## config.mk

```make
export PLATFORM = sky130hd
export DESIGN_NAME = touch_gesture_to_pointer_flat
export DESIGN_NICKNAME = d
export VERILOG_FILES = /design/src/hdl/tgp_pkg.sv /design/src/hdl/tgp_if.sv /design/src/hdl/tgp_div.sv /design/src/hdl/tgp_front.sv /design/src/hdl/tgp_queue.sv /design/src/hdl/tgp_back.sv /design/src/hdl/touch_gesture_to_pointer.sv /design/src/flat_wrapper.sv
export SDC_FILE = /design/constraint.sdc
export NUM_CORES = 2
export LEC_CHECK = 0
export ABC_AREA = 1
export BUFFER_PORTS_ARGS = -buffer_cell sky130_fd_sc_hd__buf_2
export CORE_AREA = 2 2 405 407
export CTS_CLUSTER_DIAMETER = 150
export DETAILED_ROUTE_END_ITERATION = 16
export DIE_AREA = 0 0 407 409
export GPL_TIMING_DRIVEN = 0
export PLACE_DENSITY = 0.55
export SYNTH_ARGS = -nofsm -noshare
export SYNTH_HDL_FRONTEND = slang
export SYNTH_SLANG_ARGS = --single-unit
export TNS_END_PERCENT = 30
```

## constraint.sdc

```tcl
create_clock -name clk -period 11.58 [get_ports clk]
set_input_delay 1.737 -clock clk [delete_from_list [all_inputs] [get_ports clk]]
set_output_delay 1.737 -clock clk [all_outputs]
set_load 0.01 [all_outputs]
```

## src/hdl/tgp_pkg.sv

```systemverilog
// Shared types, constants and helpers for the touch gesture to pointer block.
package tgp_pkg;

  localparam int COORD_BITS     = 16;
  localparam int TIME_BITS      = 63;
  localparam int CNT_BITS       = 4;
  localparam int SLOP_BITS      = 12;
  localparam int TMO_BITS       = 32;
  localparam int STEP_BITS      = 12;
  localparam int CFG_DATA_BITS  = 32;
  localparam int CFG_IDX_BITS   = 2;
  localparam int RESID_BITS     = 18;
  localparam int MAG_BITS       = 18;
  localparam int RUN_BITS       = 7;
  localparam int DIV_CNT_BITS   = $clog2(MAG_BITS + 1);
  localparam int QUEUE_DEPTH    = 4;
  localparam int QPTR_BITS      = $clog2(QUEUE_DEPTH);
  localparam int QCNT_BITS      = $clog2(QUEUE_DEPTH + 1);

  localparam int DEF_MAX_WHEEL_RUN = 64;
  localparam int DEF_MAX_FINGERS   = 10;

  localparam logic [SLOP_BITS-1:0] SLOP_RESET    = 12'd224;
  localparam logic [TMO_BITS-1:0]  TIMEOUT_RESET = 32'd400000000;
  localparam logic [STEP_BITS-1:0] STEP_RESET    = 12'd512;
  localparam logic [STEP_BITS-1:0] STEP_MIN      = 12'd16;

  localparam logic [CFG_IDX_BITS-1:0] CFG_TAP_SLOP    = 2'd0;
  localparam logic [CFG_IDX_BITS-1:0] CFG_TAP_TIMEOUT = 2'd1;
  localparam logic [CFG_IDX_BITS-1:0] CFG_WHEEL_STEP  = 2'd2;

  localparam logic signed [7:0] WHEEL_DOWN = -8'sd120;
  localparam logic signed [7:0] WHEEL_UP   = 8'sd120;
  localparam logic signed [7:0] WHEEL_NONE = 8'sd0;

  localparam logic [RUN_BITS-1:0] RUN_ONE = 7'd1;

  typedef logic [COORD_BITS-1:0] coord_t;

  typedef enum logic [1:0] {
    CMD_DOWN   = 2'd0,
    CMD_MOVE   = 2'd1,
    CMD_UP     = 2'd2,
    CMD_CANCEL = 2'd3
  } cmd_t;

  typedef enum logic [1:0] {
    MODE_IDLE    = 2'd0,
    MODE_PENDING = 2'd1,
    MODE_DRAG    = 2'd2,
    MODE_TWO     = 2'd3
  } mode_t;

  typedef enum logic [1:0] {
    KIND_MOVE    = 2'd0,
    KIND_PRESS   = 2'd1,
    KIND_RELEASE = 2'd2,
    KIND_WHEEL   = 2'd3
  } kind_t;

  typedef enum logic [1:0] {
    BTN_NONE  = 2'd0,
    BTN_LEFT  = 2'd1,
    BTN_RIGHT = 2'd2
  } btn_t;

  typedef enum logic [2:0] {
    F_IDLE,
    F_SQX,
    F_SQY,
    F_DEC,
    F_DIV,
    F_PUSH
  } fstate_t;

  typedef struct packed {
    logic                     we;
    logic [CFG_IDX_BITS-1:0]  index;
    logic [CFG_DATA_BITS-1:0] data;
  } cfg_wr_t;

  typedef struct packed {
    kind_t                kind;
    btn_t                 button;
    coord_t               x;
    coord_t               y;
    logic signed [7:0]    delta;
    logic [RUN_BITS-1:0]  rep;
    logic                 last;
  } entry_t;

  typedef struct packed {
    logic                 start;
    logic [MAG_BITS-1:0]  dividend;
    logic [STEP_BITS-1:0] divisor;
  } div_req_t;

  typedef struct packed {
    logic                 done;
    logic [MAG_BITS-1:0]  quot;
    logic [STEP_BITS-1:0] remd;
  } div_rsp_t;

  function automatic entry_t mk_entry(kind_t kind, btn_t button, coord_t x, coord_t y,
                                      logic signed [7:0] delta, logic [RUN_BITS-1:0] rep,
                                      logic last);
    entry_t e;
    e.kind   = kind;
    e.button = button;
    e.x      = x;
    e.y      = y;
    e.delta  = delta;
    e.rep    = rep;
    e.last   = last;
    return e;
  endfunction

endpackage

```

## src/hdl/tgp_if.sv

```systemverilog
// Valid/ready channel interfaces for touch events and pointer results.
interface tgp_in_if;
  logic                              valid;
  logic                              ready;
  logic [1:0]                        cmd;
  logic [tgp_pkg::COORD_BITS-1:0]    touch_x;
  logic [tgp_pkg::COORD_BITS-1:0]    touch_y;
  logic [tgp_pkg::CNT_BITS-1:0]      pressed_count;
  logic [tgp_pkg::TIME_BITS-1:0]     time_ns;

  modport source(output valid, cmd, touch_x, touch_y, pressed_count, time_ns, input ready);
  modport sink(input valid, cmd, touch_x, touch_y, pressed_count, time_ns, output ready);
endinterface

interface tgp_out_if;
  logic                              valid;
  logic                              ready;
  logic [1:0]                        out_kind;
  logic [1:0]                        button;
  logic [tgp_pkg::COORD_BITS-1:0]    out_x;
  logic [tgp_pkg::COORD_BITS-1:0]    out_y;
  logic signed [7:0]                 wheel_delta;
  logic                              last;

  modport source(output valid, out_kind, button, out_x, out_y, wheel_delta, last, input ready);
  modport sink(input valid, out_kind, button, out_x, out_y, wheel_delta, last, output ready);
endinterface

```

## src/hdl/tgp_div.sv

```systemverilog
// Restoring divider, one quotient bit per cycle, for wheel step counting.
module tgp_div (
  input  logic              clk,
  input  logic              rst_n,
  input  tgp_pkg::div_req_t req,
  output tgp_pkg::div_rsp_t rsp
);

  logic                              busy_r, busy_nxt;
  logic                              done_r, done_nxt;
  logic [tgp_pkg::DIV_CNT_BITS-1:0]  cnt_r, cnt_nxt;
  logic [tgp_pkg::STEP_BITS-1:0]     rem_r, rem_nxt;
  logic [tgp_pkg::STEP_BITS-1:0]     d_r, d_nxt;
  logic [tgp_pkg::MAG_BITS-1:0]      q_r, q_nxt;
  logic [tgp_pkg::STEP_BITS:0]       sh;
  logic                              qbit;

  always_comb begin
    busy_nxt = busy_r;
    done_nxt = 1'b0;
    cnt_nxt  = cnt_r;
    rem_nxt  = rem_r;
    d_nxt    = d_r;
    q_nxt    = q_r;
    sh       = {rem_r, q_r[tgp_pkg::MAG_BITS-1]};
    qbit     = (sh >= {1'b0, d_r});
    if (req.start) begin
      busy_nxt = 1'b1;
      cnt_nxt  = tgp_pkg::DIV_CNT_BITS'(tgp_pkg::MAG_BITS);
      rem_nxt  = '0;
      d_nxt    = req.divisor;
      q_nxt    = req.dividend;
    end else if (busy_r) begin
      rem_nxt = qbit ? tgp_pkg::STEP_BITS'(sh - {1'b0, d_r}) : sh[tgp_pkg::STEP_BITS-1:0];
      q_nxt   = {q_r[tgp_pkg::MAG_BITS-2:0], qbit};
      cnt_nxt = cnt_r - 1'b1;
      if (cnt_r == tgp_pkg::DIV_CNT_BITS'(1)) begin
        busy_nxt = 1'b0;
        done_nxt = 1'b1;
      end
    end
  end

  always_ff @(posedge clk) begin
    if (!rst_n) begin
      busy_r <= 1'b0;
      done_r <= 1'b0;
      cnt_r  <= '0;
    end else begin
      busy_r <= busy_nxt;
      done_r <= done_nxt;
      cnt_r  <= cnt_nxt;
    end
    rem_r <= rem_nxt;
    d_r   <= d_nxt;
    q_r   <= q_nxt;
  end

  assign rsp.done = done_r;
  assign rsp.quot = q_r;
  assign rsp.remd = rem_r;

endmodule

```

## src/hdl/tgp_front.sv

```systemverilog
// Front end: accepts touch events, tracks gesture state, queues result entries.
module tgp_front #(
  parameter int MAX_WHEEL_RUN = tgp_pkg::DEF_MAX_WHEEL_RUN,
  parameter int MAX_FINGERS   = tgp_pkg::DEF_MAX_FINGERS
) (
  input  logic              clk,
  input  logic              rst_n,
  input  tgp_pkg::cfg_wr_t  cfg,
  tgp_in_if.sink            in_ch,
  output logic              q_push,
  output tgp_pkg::entry_t   q_wdata,
  input  logic              q_full
);

  localparam int LIST_DEPTH = 3;

  tgp_pkg::fstate_t                  state_r, state_nxt;
  tgp_pkg::mode_t                    mode_r, mode_nxt;
  tgp_pkg::coord_t                   press_x_r, press_x_nxt;
  tgp_pkg::coord_t                   press_y_r, press_y_nxt;
  tgp_pkg::coord_t                   prev_x_r, prev_x_nxt;
  tgp_pkg::coord_t                   prev_y_r, prev_y_nxt;
  logic [tgp_pkg::TIME_BITS-1:0]     press_time_r, press_time_nxt;
  logic signed [tgp_pkg::RESID_BITS-1:0] resid_r, resid_nxt;
  logic                              scrolled_r, scrolled_nxt;

  logic [tgp_pkg::SLOP_BITS-1:0]     slop_r;
  logic [tgp_pkg::TMO_BITS-1:0]      timeout_r;
  logic [tgp_pkg::STEP_BITS-1:0]     wstep_r;
  logic [2*tgp_pkg::SLOP_BITS-1:0]   slop_sq_r;

  tgp_pkg::cmd_t                     ev_cmd_r;
  tgp_pkg::coord_t                   ev_x_r, ev_y_r;
  logic [tgp_pkg::CNT_BITS-1:0]      ev_cnt_r;
  logic [tgp_pkg::TIME_BITS-1:0]     ev_t_r;

  logic [2*tgp_pkg::COORD_BITS-1:0]  sqx_r, sqx_nxt, sqy_r, sqy_nxt, sq;
  logic                              neg_r, neg_nxt;
  logic                              pos_r, pos_nxt;

  tgp_pkg::entry_t                   lst_r [LIST_DEPTH];
  tgp_pkg::entry_t                   lst_nxt [LIST_DEPTH];
  logic [1:0]                        lst_n_r, lst_n_nxt;

  tgp_pkg::div_req_t                 div_req;
  tgp_pkg::div_rsp_t                 div_rsp;

  logic [tgp_pkg::COORD_BITS:0]      dx, dy, ndx, ndy;
  tgp_pkg::coord_t                   adx, ady, mul_a;
  logic [2*tgp_pkg::COORD_BITS:0]    d2;
  logic [tgp_pkg::CNT_BITS-1:0]      cnt_c;
  logic                              two_plus, no_finger;
  logic [tgp_pkg::TIME_BITS-1:0]     elapsed;
  logic                              quick;
  logic signed [tgp_pkg::MAG_BITS:0] r_s, nr_s;
  logic [tgp_pkg::MAG_BITS-1:0]      mag;
  logic [tgp_pkg::STEP_BITS-1:0]     wstep_eff;
  logic [tgp_pkg::RUN_BITS-1:0]      steps;
  logic signed [7:0]                 wdelta;
  logic signed [tgp_pkg::RESID_BITS-1:0] rem_s;

  tgp_div u_div (
    .clk  (clk),
    .rst_n(rst_n),
    .req  (div_req),
    .rsp  (div_rsp)
  );

  assign in_ch.ready = (state_r == tgp_pkg::F_IDLE);

  assign dx    = {1'b0, ev_x_r} - {1'b0, press_x_r};
  assign dy    = {1'b0, ev_y_r} - {1'b0, press_y_r};
  assign ndx   = -dx;
  assign ndy   = -dy;
  assign adx   = dx[tgp_pkg::COORD_BITS] ? ndx[tgp_pkg::COORD_BITS-1:0]
                                         : dx[tgp_pkg::COORD_BITS-1:0];
  assign ady   = dy[tgp_pkg::COORD_BITS] ? ndy[tgp_pkg::COORD_BITS-1:0]
                                         : dy[tgp_pkg::COORD_BITS-1:0];
  assign mul_a = (state_r == tgp_pkg::F_SQX) ? adx : ady;
  assign sq    = {{tgp_pkg::COORD_BITS{1'b0}}, mul_a} * {{tgp_pkg::COORD_BITS{1'b0}}, mul_a};
  assign d2    = {1'b0, sqx_r} + {1'b0, sqy_r};

  assign cnt_c     = ({1'b0, ev_cnt_r} > (tgp_pkg::CNT_BITS + 1)'(MAX_FINGERS))
                     ? tgp_pkg::CNT_BITS'(MAX_FINGERS) : ev_cnt_r;
  assign two_plus  = (cnt_c >= tgp_pkg::CNT_BITS'(2));
  assign no_finger = (cnt_c == '0);

  assign elapsed = ev_t_r - press_time_r;
  assign quick   = elapsed[tgp_pkg::TIME_BITS-1]
                   || (elapsed < {{(tgp_pkg::TIME_BITS-tgp_pkg::TMO_BITS){1'b0}}, timeout_r});

  assign r_s  = (tgp_pkg::MAG_BITS + 1)'(resid_r)
                + $signed({3'b000, ev_y_r}) - $signed({3'b000, prev_y_r});
  assign nr_s = -r_s;
  assign mag  = r_s[tgp_pkg::MAG_BITS] ? nr_s[tgp_pkg::MAG_BITS-1:0]
                                       : r_s[tgp_pkg::MAG_BITS-1:0];
  assign wstep_eff = (wstep_r < tgp_pkg::STEP_MIN) ? tgp_pkg::STEP_MIN : wstep_r;

  assign steps  = (div_rsp.quot > tgp_pkg::MAG_BITS'(MAX_WHEEL_RUN))
                  ? tgp_pkg::RUN_BITS'(MAX_WHEEL_RUN) : div_rsp.quot[tgp_pkg::RUN_BITS-1:0];
  assign wdelta = pos_r ? tgp_pkg::WHEEL_DOWN : tgp_pkg::WHEEL_UP;
  assign rem_s  = $signed({{(tgp_pkg::RESID_BITS-tgp_pkg::STEP_BITS){1'b0}}, div_rsp.remd});

  assign q_wdata = lst_r[0];

  always_comb begin
    state_nxt      = state_r;
    mode_nxt       = mode_r;
    press_x_nxt    = press_x_r;
    press_y_nxt    = press_y_r;
    prev_x_nxt     = prev_x_r;
    prev_y_nxt     = prev_y_r;
    press_time_nxt = press_time_r;
    resid_nxt      = resid_r;
    scrolled_nxt   = scrolled_r;
    sqx_nxt        = sqx_r;
    sqy_nxt        = sqy_r;
    neg_nxt        = neg_r;
    pos_nxt        = pos_r;
    lst_nxt        = lst_r;
    lst_n_nxt      = lst_n_r;
    div_req        = '0;
    q_push         = 1'b0;
    unique case (state_r)
      tgp_pkg::F_IDLE: begin
        if (in_ch.valid) state_nxt = tgp_pkg::F_SQX;
      end
      tgp_pkg::F_SQX: begin
        sqx_nxt   = sq;
        state_nxt = tgp_pkg::F_SQY;
      end
      tgp_pkg::F_SQY: begin
        sqy_nxt   = sq;
        state_nxt = tgp_pkg::F_DEC;
      end
      tgp_pkg::F_DEC: begin
        lst_n_nxt = 2'd0;
        case (ev_cmd_r)
          tgp_pkg::CMD_DOWN: begin
            if (mode_r == tgp_pkg::MODE_IDLE) begin
              mode_nxt       = tgp_pkg::MODE_PENDING;
              press_x_nxt    = ev_x_r;
              press_y_nxt    = ev_y_r;
              prev_x_nxt     = ev_x_r;
              prev_y_nxt     = ev_y_r;
              press_time_nxt = ev_t_r;
              scrolled_nxt   = 1'b0;
            end else if (mode_r == tgp_pkg::MODE_PENDING && two_plus) begin
              mode_nxt     = tgp_pkg::MODE_TWO;
              resid_nxt    = '0;
              scrolled_nxt = 1'b0;
            end else if (mode_r == tgp_pkg::MODE_DRAG && two_plus) begin
              lst_nxt[0]   = tgp_pkg::mk_entry(tgp_pkg::KIND_RELEASE, tgp_pkg::BTN_LEFT,
                               prev_x_r, prev_y_r, tgp_pkg::WHEEL_NONE, tgp_pkg::RUN_ONE, 1'b1);
              lst_n_nxt    = 2'd1;
              mode_nxt     = tgp_pkg::MODE_TWO;
              resid_nxt    = '0;
              scrolled_nxt = 1'b0;
            end
          end
          tgp_pkg::CMD_MOVE: begin
            prev_x_nxt = ev_x_r;
            prev_y_nxt = ev_y_r;
            if (mode_r == tgp_pkg::MODE_PENDING) begin
              if (d2 > {{(2*tgp_pkg::COORD_BITS+1-2*tgp_pkg::SLOP_BITS){1'b0}}, slop_sq_r})
              begin
                lst_nxt[0] = tgp_pkg::mk_entry(tgp_pkg::KIND_MOVE, tgp_pkg::BTN_NONE,
                               press_x_r, press_y_r, tgp_pkg::WHEEL_NONE, tgp_pkg::RUN_ONE,
                               1'b0);
                lst_nxt[1] = tgp_pkg::mk_entry(tgp_pkg::KIND_PRESS, tgp_pkg::BTN_LEFT,
                               press_x_r, press_y_r, tgp_pkg::WHEEL_NONE, tgp_pkg::RUN_ONE,
                               1'b0);
                lst_nxt[2] = tgp_pkg::mk_entry(tgp_pkg::KIND_MOVE, tgp_pkg::BTN_NONE,
                               ev_x_r, ev_y_r, tgp_pkg::WHEEL_NONE, tgp_pkg::RUN_ONE, 1'b1);
                lst_n_nxt  = 2'd3;
                mode_nxt   = tgp_pkg::MODE_DRAG;
              end
            end else if (mode_r == tgp_pkg::MODE_DRAG) begin
              lst_nxt[0] = tgp_pkg::mk_entry(tgp_pkg::KIND_MOVE, tgp_pkg::BTN_NONE,
                             ev_x_r, ev_y_r, tgp_pkg::WHEEL_NONE, tgp_pkg::RUN_ONE, 1'b1);
              lst_n_nxt  = 2'd1;
            end else if (mode_r == tgp_pkg::MODE_TWO) begin
              div_req.start    = 1'b1;
              div_req.dividend = mag;
              div_req.divisor  = wstep_eff;
              neg_nxt          = r_s < 0;
              pos_nxt          = r_s > 0;
            end
          end
          tgp_pkg::CMD_UP: begin
            if (mode_r == tgp_pkg::MODE_PENDING
                || (mode_r == tgp_pkg::MODE_TWO && no_finger && !scrolled_r && quick)) begin
              lst_nxt[0] = tgp_pkg::mk_entry(tgp_pkg::KIND_MOVE, tgp_pkg::BTN_NONE,
                             press_x_r, press_y_r, tgp_pkg::WHEEL_NONE, tgp_pkg::RUN_ONE,
                             1'b0);
              lst_nxt[1] = tgp_pkg::mk_entry(tgp_pkg::KIND_PRESS,
                             (mode_r == tgp_pkg::MODE_PENDING) ? tgp_pkg::BTN_LEFT
                                                               : tgp_pkg::BTN_RIGHT,
                             press_x_r, press_y_r, tgp_pkg::WHEEL_NONE, tgp_pkg::RUN_ONE,
                             1'b0);
              lst_nxt[2] = tgp_pkg::mk_entry(tgp_pkg::KIND_RELEASE,
                             (mode_r == tgp_pkg::MODE_PENDING) ? tgp_pkg::BTN_LEFT
                                                               : tgp_pkg::BTN_RIGHT,
                             press_x_r, press_y_r, tgp_pkg::WHEEL_NONE, tgp_pkg::RUN_ONE,
                             1'b1);
              lst_n_nxt  = 2'd3;
            end else if (mode_r == tgp_pkg::MODE_DRAG && no_finger) begin
              lst_nxt[0] = tgp_pkg::mk_entry(tgp_pkg::KIND_MOVE, tgp_pkg::BTN_NONE,
                             ev_x_r, ev_y_r, tgp_pkg::WHEEL_NONE, tgp_pkg::RUN_ONE, 1'b0);
              lst_nxt[1] = tgp_pkg::mk_entry(tgp_pkg::KIND_RELEASE, tgp_pkg::BTN_LEFT,
                             ev_x_r, ev_y_r, tgp_pkg::WHEEL_NONE, tgp_pkg::RUN_ONE, 1'b1);
              lst_n_nxt  = 2'd2;
            end
            if (mode_r == tgp_pkg::MODE_PENDING
                || ((mode_r == tgp_pkg::MODE_DRAG || mode_r == tgp_pkg::MODE_TWO)
                    && no_finger)) begin
              mode_nxt = tgp_pkg::MODE_IDLE;
            end
          end
          default: begin
            if (mode_r == tgp_pkg::MODE_DRAG) begin
              lst_nxt[0] = tgp_pkg::mk_entry(tgp_pkg::KIND_RELEASE, tgp_pkg::BTN_LEFT,
                             prev_x_r, prev_y_r, tgp_pkg::WHEEL_NONE, tgp_pkg::RUN_ONE, 1'b1);
              lst_n_nxt  = 2'd1;
            end
            mode_nxt     = tgp_pkg::MODE_IDLE;
            resid_nxt    = '0;
            scrolled_nxt = 1'b0;
          end
        endcase
        if (ev_cmd_r == tgp_pkg::CMD_MOVE && mode_r == tgp_pkg::MODE_TWO) begin
          state_nxt = tgp_pkg::F_DIV;
        end else if (lst_n_nxt != 2'd0) begin
          state_nxt = tgp_pkg::F_PUSH;
        end else begin
          state_nxt = tgp_pkg::F_IDLE;
        end
      end
      tgp_pkg::F_DIV: begin
        if (div_rsp.done) begin
          resid_nxt = neg_r ? -rem_s : rem_s;
          if (steps != '0) begin
            lst_nxt[0]   = tgp_pkg::mk_entry(tgp_pkg::KIND_WHEEL, tgp_pkg::BTN_NONE,
                             ev_x_r, ev_y_r, wdelta, steps, 1'b1);
            lst_n_nxt    = 2'd1;
            scrolled_nxt = 1'b1;
            state_nxt    = tgp_pkg::F_PUSH;
          end else begin
            state_nxt = tgp_pkg::F_IDLE;
          end
        end
      end
      tgp_pkg::F_PUSH: begin
        if (!q_full) begin
          q_push     = 1'b1;
          lst_nxt[0] = lst_r[1];
          lst_nxt[1] = lst_r[2];
          lst_n_nxt  = lst_n_r - 2'd1;
          if (lst_n_r == 2'd1) state_nxt = tgp_pkg::F_IDLE;
        end
      end
      default: state_nxt = tgp_pkg::F_IDLE;
    endcase
  end

  always_ff @(posedge clk) begin
    if (!rst_n) begin
      state_r      <= tgp_pkg::F_IDLE;
      mode_r       <= tgp_pkg::MODE_IDLE;
      press_x_r    <= '0;
      press_y_r    <= '0;
      prev_x_r     <= '0;
      prev_y_r     <= '0;
      press_time_r <= '0;
      resid_r      <= '0;
      scrolled_r   <= 1'b0;
      lst_n_r      <= 2'd0;
    end else begin
      state_r      <= state_nxt;
      mode_r       <= mode_nxt;
      press_x_r    <= press_x_nxt;
      press_y_r    <= press_y_nxt;
      prev_x_r     <= prev_x_nxt;
      prev_y_r     <= prev_y_nxt;
      press_time_r <= press_time_nxt;
      resid_r      <= resid_nxt;
      scrolled_r   <= scrolled_nxt;
      lst_n_r      <= lst_n_nxt;
    end
    sqx_r   <= sqx_nxt;
    sqy_r   <= sqy_nxt;
    neg_r   <= neg_nxt;
    pos_r   <= pos_nxt;
    lst_r   <= lst_nxt;
    slop_sq_r <= {{tgp_pkg::SLOP_BITS{1'b0}}, slop_r} * {{tgp_pkg::SLOP_BITS{1'b0}}, slop_r};
    if (in_ch.valid && in_ch.ready) begin
      ev_cmd_r <= tgp_pkg::cmd_t'(in_ch.cmd);
      ev_x_r   <= in_ch.touch_x;
      ev_y_r   <= in_ch.touch_y;
      ev_cnt_r <= in_ch.pressed_count;
      ev_t_r   <= in_ch.time_ns;
    end
  end

  always_ff @(posedge clk) begin
    if (!rst_n) begin
      slop_r    <= tgp_pkg::SLOP_RESET;
      timeout_r <= tgp_pkg::TIMEOUT_RESET;
      wstep_r   <= tgp_pkg::STEP_RESET;
    end else if (cfg.we) begin
      if (cfg.index == tgp_pkg::CFG_TAP_SLOP) slop_r <= cfg.data[tgp_pkg::SLOP_BITS-1:0];
      if (cfg.index == tgp_pkg::CFG_TAP_TIMEOUT) timeout_r <= cfg.data;
      if (cfg.index == tgp_pkg::CFG_WHEEL_STEP) wstep_r <= cfg.data[tgp_pkg::STEP_BITS-1:0];
    end
  end

endmodule

```

## src/hdl/tgp_queue.sv

```systemverilog
// Small FIFO of result entries between the front end and the back end.
module tgp_queue (
  input  logic            clk,
  input  logic            rst_n,
  input  logic            push,
  input  tgp_pkg::entry_t wdata,
  output logic            full,
  input  logic            pop,
  output tgp_pkg::entry_t rdata,
  output logic            empty
);

  tgp_pkg::entry_t                 mem [tgp_pkg::QUEUE_DEPTH];
  logic [tgp_pkg::QPTR_BITS-1:0]   wr_ptr_r, rd_ptr_r;
  logic [tgp_pkg::QCNT_BITS-1:0]   count_r;

  assign full  = (count_r == tgp_pkg::QCNT_BITS'(tgp_pkg::QUEUE_DEPTH));
  assign empty = (count_r == '0);
  assign rdata = mem[rd_ptr_r];

  always_ff @(posedge clk) begin
    if (push) mem[wr_ptr_r] <= wdata;
  end

  always_ff @(posedge clk) begin
    if (!rst_n) begin
      wr_ptr_r <= '0;
      rd_ptr_r <= '0;
      count_r  <= '0;
    end else begin
      if (push) wr_ptr_r <= wr_ptr_r + 1'b1;
      if (pop) rd_ptr_r <= rd_ptr_r + 1'b1;
      if (push && !pop) count_r <= count_r + 1'b1;
      else if (pop && !push) count_r <= count_r - 1'b1;
    end
  end

`ifndef ASSERT_OFF
  a_no_overflow: assert property (@(posedge clk) disable iff (!rst_n) !(push && full))
    else $error("queue push while full");
  a_no_underflow: assert property (@(posedge clk) disable iff (!rst_n) !(pop && empty))
    else $error("queue pop while empty");
  a_empty_ptrs: assert property (@(posedge clk) disable iff (!rst_n)
    (count_r == '0) |-> (wr_ptr_r == rd_ptr_r))
    else $error("queue pointers disagree with count");
`endif

endmodule

```

## src/hdl/tgp_back.sv

```systemverilog
// Back end: expands queued entries into result transactions through an output register.
module tgp_back (
  input  logic            clk,
  input  logic            rst_n,
  input  tgp_pkg::entry_t q_rdata,
  input  logic            q_empty,
  output logic            q_pop,
  tgp_out_if.source       out_ch
);

  tgp_pkg::entry_t                 cur_r;
  logic                            cur_v_r;
  logic [tgp_pkg::RUN_BITS-1:0]    rem_r;
  logic                            out_v_r;
  tgp_pkg::entry_t                 out_r, out_nxt;
  logic                            load;
  logic                            final_rep;

  assign load      = cur_v_r && (!out_v_r || out_ch.ready);
  assign final_rep = (rem_r == tgp_pkg::RUN_ONE);
  assign q_pop     = !q_empty && (!cur_v_r || (load && final_rep));

  always_comb begin
    out_nxt      = cur_r;
    out_nxt.last = cur_r.last && final_rep;
  end

  always_ff @(posedge clk) begin
    if (!rst_n) begin
      cur_v_r <= 1'b0;
      out_v_r <= 1'b0;
    end else begin
      if (q_pop) cur_v_r <= 1'b1;
      else if (load && final_rep) cur_v_r <= 1'b0;
      if (load) out_v_r <= 1'b1;
      else if (out_ch.ready) out_v_r <= 1'b0;
    end
    if (q_pop) begin
      cur_r <= q_rdata;
      rem_r <= q_rdata.rep;
    end else if (load) begin
      rem_r <= rem_r - 1'b1;
    end
    if (load) begin
      out_r <= out_nxt;
    end
  end

  assign out_ch.valid       = out_v_r;
  assign out_ch.out_kind    = out_r.kind;
  assign out_ch.button      = out_r.button;
  assign out_ch.out_x       = out_r.x;
  assign out_ch.out_y       = out_r.y;
  assign out_ch.wheel_delta = out_r.delta;
  assign out_ch.last        = out_r.last;

endmodule

```

## src/hdl/touch_gesture_to_pointer.sv

```systemverilog
// Top level of the touch gesture to pointer mapper. An event passes the front end states SQX,
// SQY, DEC and PUSH, the queue, and the back end entry and output registers; a two-finger move
// adds the bit-serial wheel step division in DIV (one quotient bit a cycle). The front end takes
// no new event until it has pushed every entry (up to 3) of the last one, and a wheel run leaves
// at one result per cycle while the receiver is ready. Reset (rst_n low, synchronous) restores
// idle mode, zero positions and residual, and the default registers; there is no clearing pass.
module touch_gesture_to_pointer #(
  parameter int MAX_WHEEL_RUN = tgp_pkg::DEF_MAX_WHEEL_RUN,
  parameter int MAX_FINGERS   = tgp_pkg::DEF_MAX_FINGERS
) (
  input  logic                                 clk,
  input  logic                                 rst_n,
  tgp_in_if.sink                               in_ch,
  tgp_out_if.source                            out_ch,
  input  logic                                 cfg_we,
  input  logic [tgp_pkg::CFG_IDX_BITS-1:0]     cfg_index,
  input  logic [tgp_pkg::CFG_DATA_BITS-1:0]    cfg_data
);

  tgp_pkg::cfg_wr_t cfg;
  logic             q_push, q_full, q_pop, q_empty;
  tgp_pkg::entry_t  q_wdata, q_rdata;

  assign cfg.we    = cfg_we;
  assign cfg.index = cfg_index;
  assign cfg.data  = cfg_data;

  tgp_front #(
    .MAX_WHEEL_RUN(MAX_WHEEL_RUN),
    .MAX_FINGERS  (MAX_FINGERS)
  ) u_front (
    .clk    (clk),
    .rst_n  (rst_n),
    .cfg    (cfg),
    .in_ch  (in_ch),
    .q_push (q_push),
    .q_wdata(q_wdata),
    .q_full (q_full)
  );

  tgp_queue u_queue (
    .clk  (clk),
    .rst_n(rst_n),
    .push (q_push),
    .wdata(q_wdata),
    .full (q_full),
    .pop  (q_pop),
    .rdata(q_rdata),
    .empty(q_empty)
  );

  tgp_back u_back (
    .clk    (clk),
    .rst_n  (rst_n),
    .q_rdata(q_rdata),
    .q_empty(q_empty),
    .q_pop  (q_pop),
    .out_ch (out_ch)
  );

endmodule

```

## src/flat_wrapper.sv

```systemverilog
// flat-port wrapper written by rule: the top's interface ports become plain ports
module touch_gesture_to_pointer_flat 
#(
  parameter int MAX_WHEEL_RUN = tgp_pkg::DEF_MAX_WHEEL_RUN,
  parameter int MAX_FINGERS   = tgp_pkg::DEF_MAX_FINGERS
)
  (clk, rst_n, cfg_we, cfg_index, cfg_data, in_ch_valid, in_ch_cmd, in_ch_touch_x, in_ch_touch_y, in_ch_pressed_count, in_ch_time_ns, in_ch_ready, out_ch_valid, out_ch_out_kind, out_ch_button, out_ch_out_x, out_ch_out_y, out_ch_wheel_delta, out_ch_last, out_ch_ready);
  tgp_in_if in_ch_i ();
  tgp_out_if out_ch_i ();
  input  logic clk;
  input  logic rst_n;
  input  logic cfg_we;
  input  logic [tgp_pkg::CFG_IDX_BITS-1:0] cfg_index;
  input  logic [tgp_pkg::CFG_DATA_BITS-1:0] cfg_data;
  input wire logic [$bits(in_ch_i.valid)-1:0] in_ch_valid;
  input wire logic [$bits(in_ch_i.cmd)-1:0] in_ch_cmd;
  input wire logic [$bits(in_ch_i.touch_x)-1:0] in_ch_touch_x;
  input wire logic [$bits(in_ch_i.touch_y)-1:0] in_ch_touch_y;
  input wire logic [$bits(in_ch_i.pressed_count)-1:0] in_ch_pressed_count;
  input wire logic [$bits(in_ch_i.time_ns)-1:0] in_ch_time_ns;
  output wire logic [$bits(in_ch_i.ready)-1:0] in_ch_ready;
  output wire logic [$bits(out_ch_i.valid)-1:0] out_ch_valid;
  output wire logic [$bits(out_ch_i.out_kind)-1:0] out_ch_out_kind;
  output wire logic [$bits(out_ch_i.button)-1:0] out_ch_button;
  output wire logic [$bits(out_ch_i.out_x)-1:0] out_ch_out_x;
  output wire logic [$bits(out_ch_i.out_y)-1:0] out_ch_out_y;
  output wire logic [$bits(out_ch_i.wheel_delta)-1:0] out_ch_wheel_delta;
  output wire logic [$bits(out_ch_i.last)-1:0] out_ch_last;
  input wire logic [$bits(out_ch_i.ready)-1:0] out_ch_ready;
  assign in_ch_i.valid = in_ch_valid;
  assign in_ch_i.cmd = in_ch_cmd;
  assign in_ch_i.touch_x = in_ch_touch_x;
  assign in_ch_i.touch_y = in_ch_touch_y;
  assign in_ch_i.pressed_count = in_ch_pressed_count;
  assign in_ch_i.time_ns = in_ch_time_ns;
  assign in_ch_ready = in_ch_i.ready;
  assign out_ch_valid = out_ch_i.valid;
  assign out_ch_out_kind = out_ch_i.out_kind;
  assign out_ch_button = out_ch_i.button;
  assign out_ch_out_x = out_ch_i.out_x;
  assign out_ch_out_y = out_ch_i.out_y;
  assign out_ch_wheel_delta = out_ch_i.wheel_delta;
  assign out_ch_last = out_ch_i.last;
  assign out_ch_i.ready = out_ch_ready;
  touch_gesture_to_pointer #(.MAX_WHEEL_RUN(MAX_WHEEL_RUN), .MAX_FINGERS(MAX_FINGERS)) u_core (.clk(clk), .rst_n(rst_n), .in_ch(in_ch_i), .out_ch(out_ch_i), .cfg_we(cfg_we), .cfg_index(cfg_index), .cfg_data(cfg_data));
endmodule
```

==> metrics.cfg <==
[layout]
syn_to_final_growth_pct=13.2
fin_nets=7521
mostFrequentLayoutCells=inv_1 (1164), nand2_1 (1113), edfxtp_1 (589)
n_fill_cell=16389
drive_above_1_share=0.0897
multi_input_area_um2=28100
final_common_cell=inv_1
ff_latch_area_um2=22900

[clocking]
cts.sinks=851
numCtsBuffers=98
cts_tree=built
clock_latency_ns=0.74
ctsHtreeMaxLevel=3
hold_buffers=0
clock_path_buffers=3
post_cts_resized=0
clkTransAtPathRegs_ns=0.06
cts_root_buffer=clkbuf_16
postCtsSetupBuffers=0

[synth]
synthAdderAreaFrac=0.180
synthMuxAreaShare=0.000200
synth_top_family_by_area=adder cells
synth_xor_xnor_area_share=0.0299
syn_area_per_cell_um2=8.78
synth_edf_count=589
ys_async_sr_fraction=0
yosysUniqueCellTypes=77
yosys_warnings=0
synth_seq_cells=851
synthSimpleGateAreaFrac=0.151
synth_flop_cell=edfxtp_1
synth_compound_area_frac=0.135
ys_seq_area_frac=0.407
syn-cell-area_um2=56300
syn_inst=6418

[status]
status=finished, final reports clean

[timing]
setup_viol=0
post-route-period-util=0.850
slew_headroom=0.118
rsz0062_at_grt=false
tns_ns=0
fmax_ghz=0.102
finalHoldViolCount=0
worstMarginPinSlew_ns=1.32
maxSlewViolCount=0
period_needed_ns=9.85
skew_ns=0.0796

[floorplanning]
die_w_um=407
core.rowCount=148
start_util=0.348
chipHeight_um=409
coreArea_um2=162000
num_io_pins=187
die-area_um2=166000

[drt]
drt-wirelength-per-cell_um=17.3
drt_drc_violations_left=0
ant_nets=0
dr_total_vias=43844
routed_wirelength_um=155000
routed_via_density=4.88
drt_first_pass_iters=6
drtIter0Drc=3162

[global_route]
grt_pass1_vias=43330
grt-ovfl-total=0
grt_max_degree=41
grt_pass1_wl_um=243000
antenna_found_initial=5
track_usage=0.186

[critical_path]
critPathLaunchType=register
critPathMaxFanout=10
cp_slowest_cell=fa_1
critPathMaxStageDelay_ns=0.57
worst-endpoint-arrival_ns=10.25
r2r_cells=41
required_ns=11.99
crit_type=reg -> reg
cp-end-kind=register

[run]
drv_cap=0

[placement]
port_buffers=182
gp_congestion=0.936
dp_hpwl_um=123000

[worst_hold_path]
whs_path_depth=0
hp-class=reg -> reg

==> critical path: cells and delay by family, from the launching register on <==
family                     cells  cell delay, ns
adders and majority gates      9            4.21
and+or+nand+nor                9            1.07
DFF                            1            0.46
AOI/OAI and AO/OA             16            2.73
buffers and inverters          6            0.86
xor gates and xnor gates       1            0.16
==> cells in the mapped netlist, types with 9 or more instances <==
master       n  area (µm²)
a211oi_1    11        82.6
a21o_1      16         120
a21oi_1    442        2210
a31oi_1     14        87.6
buf_2       12        60.1
buf_4        9        67.6
clkbuf_1   159         597
dfxtp_1    262        5250
edfxtp_1   589       17700
fa_1       264        5290
ha_1       389        4870
inv_1     1165        4370
inv_2       15        56.3
nand2_1   1113        4180
nand2_2     15        93.8
nand3_1    160         801
nand3_2      9        90.1
nand3b_1    24         180
nand4_1     31         194
nor2_1     521        1960
nor2_2      44         275
nor2_4      12         135
nor3_1      59         295
nor3_2      10         100
o211ai_1    26         195
o211ai_2    31         388
o21ai_0    542        2710
o21ai_1     16        80.1
o21bai_1    30         225
o22ai_1     98         613
o22ai_2     30         375
xnor2_1     54         473
xor2_1     131        1150
==> worst paths after layout <==
check                                                        start                                       to  slack, ns
worst max-delay path            u_core.u_front.ev_y_r[0]$_DFFE_PP_       u_core.u_front.sqx_r[30]$_DFFE_PP_       1.73
worst min-delay path             u_core.u_back.cur_r[33]$_DFFE_PP_  u_core.u_back.out_ch.out_x[1]$_DFFE_PP_       0.42
worst max register to register  u_core.u_front.ev_y_r[0]$_DFFE_PP_       u_core.u_front.sqx_r[30]$_DFFE_PP_       1.73
worst min register to register   u_core.u_back.cur_r[33]$_DFFE_PP_  u_core.u_back.out_ch.out_x[1]$_DFFE_PP_       0.42
==> routing by layer <==
metal,up-vias,global-route usage,share of wire
met2,1101,0.315,0.47
met4,2,0.0604,0.032
met1,20850,0.244,0.44
li1,21651,-,-
met5,-,0,0.000045
met3,240,0.0274,0.053
==> cell type report <==
type / instances / area share
flip-flops and latches: 851 / 0.360
multi-input cells: 4183 / 0.440
inverters: 1189 / 0.0701
clock inverters: 55 / 0.0105
well taps: 2175 / 0.0427
plain buffers: 197 / 0.0143
diodes: 1 / 0.0000392
repair buffers: 208 / 0.0202
clock buffers: 131 / 0.0422
==> state kept, by name, summed over array words and instances, names as in the netlist, 16 cells and up, named ones only <==
name and flops:
u_core.u_queue.mem 188, u_core.u_front.lst_r 72, u_core.u_back.cur_r 40, u_core.u_front.press_y_r 16, u_core.u_back.out_ch.out_x 16, u_core.u_front.timeout_r 32
u_core.u_front.sqx_r 31, u_core.u_front.prev_x_r 16, u_core.u_front.q_wdata 47, u_core.u_front.press_x_r 16, u_core.u_front.press_time_r 63, u_core.u_back.out_ch.out_y 16
u_core.u_front.slop_sq_r 23, u_core.u_front.prev_y_r 16, u_core.u_front.resid_r 18, u_core.u_front.u_div.q_r 18, u_core.u_front.ev_x_r 16, u_core.u_front.sqy_r 31
u_core.u_front.ev_y_r 16, u_core.u_front.ev_t_r 63
==> logic make-up after synthesis <==
kind of cell / Yosys count
adders and majority gates: 653
buffers and inverters: 1386
xor gates and xnor gates: 189
muxes: 1
AOI/OAI and AO/OA: 1311
and+or+nand+nor: 2026
other: 1
DFF: 851
==> metrics by stage <==
| stage | std cells | setup slack [ns] | area (µm²) | util | hold WS, ns |
|---|---|---|---|---|---|
| 2_1_floorplan | 6420 | 2.32 | 56300 | - | 0.375 |
| 3_3_place_gp | 8777 | -3.02 | 60000 | 0.370 | 0.401 |
| 3_5_place_dp | 8803 | 1.85 | 60400 | 0.373 | 0.405 |
| 4_1_cts | 8989 | 1.74 | 63800 | 0.393 | 0.418 |
| 5_1_grt | 8989 | 1.17 | 63800 | 0.393 | 0.424 |
| 6_report | 8990 | 1.73 | 63800 | 0.394 | 0.416 |
Power is not shown: default switching activity piles up to over one toggle a cycle in this logic, so the estimate is an artifact.
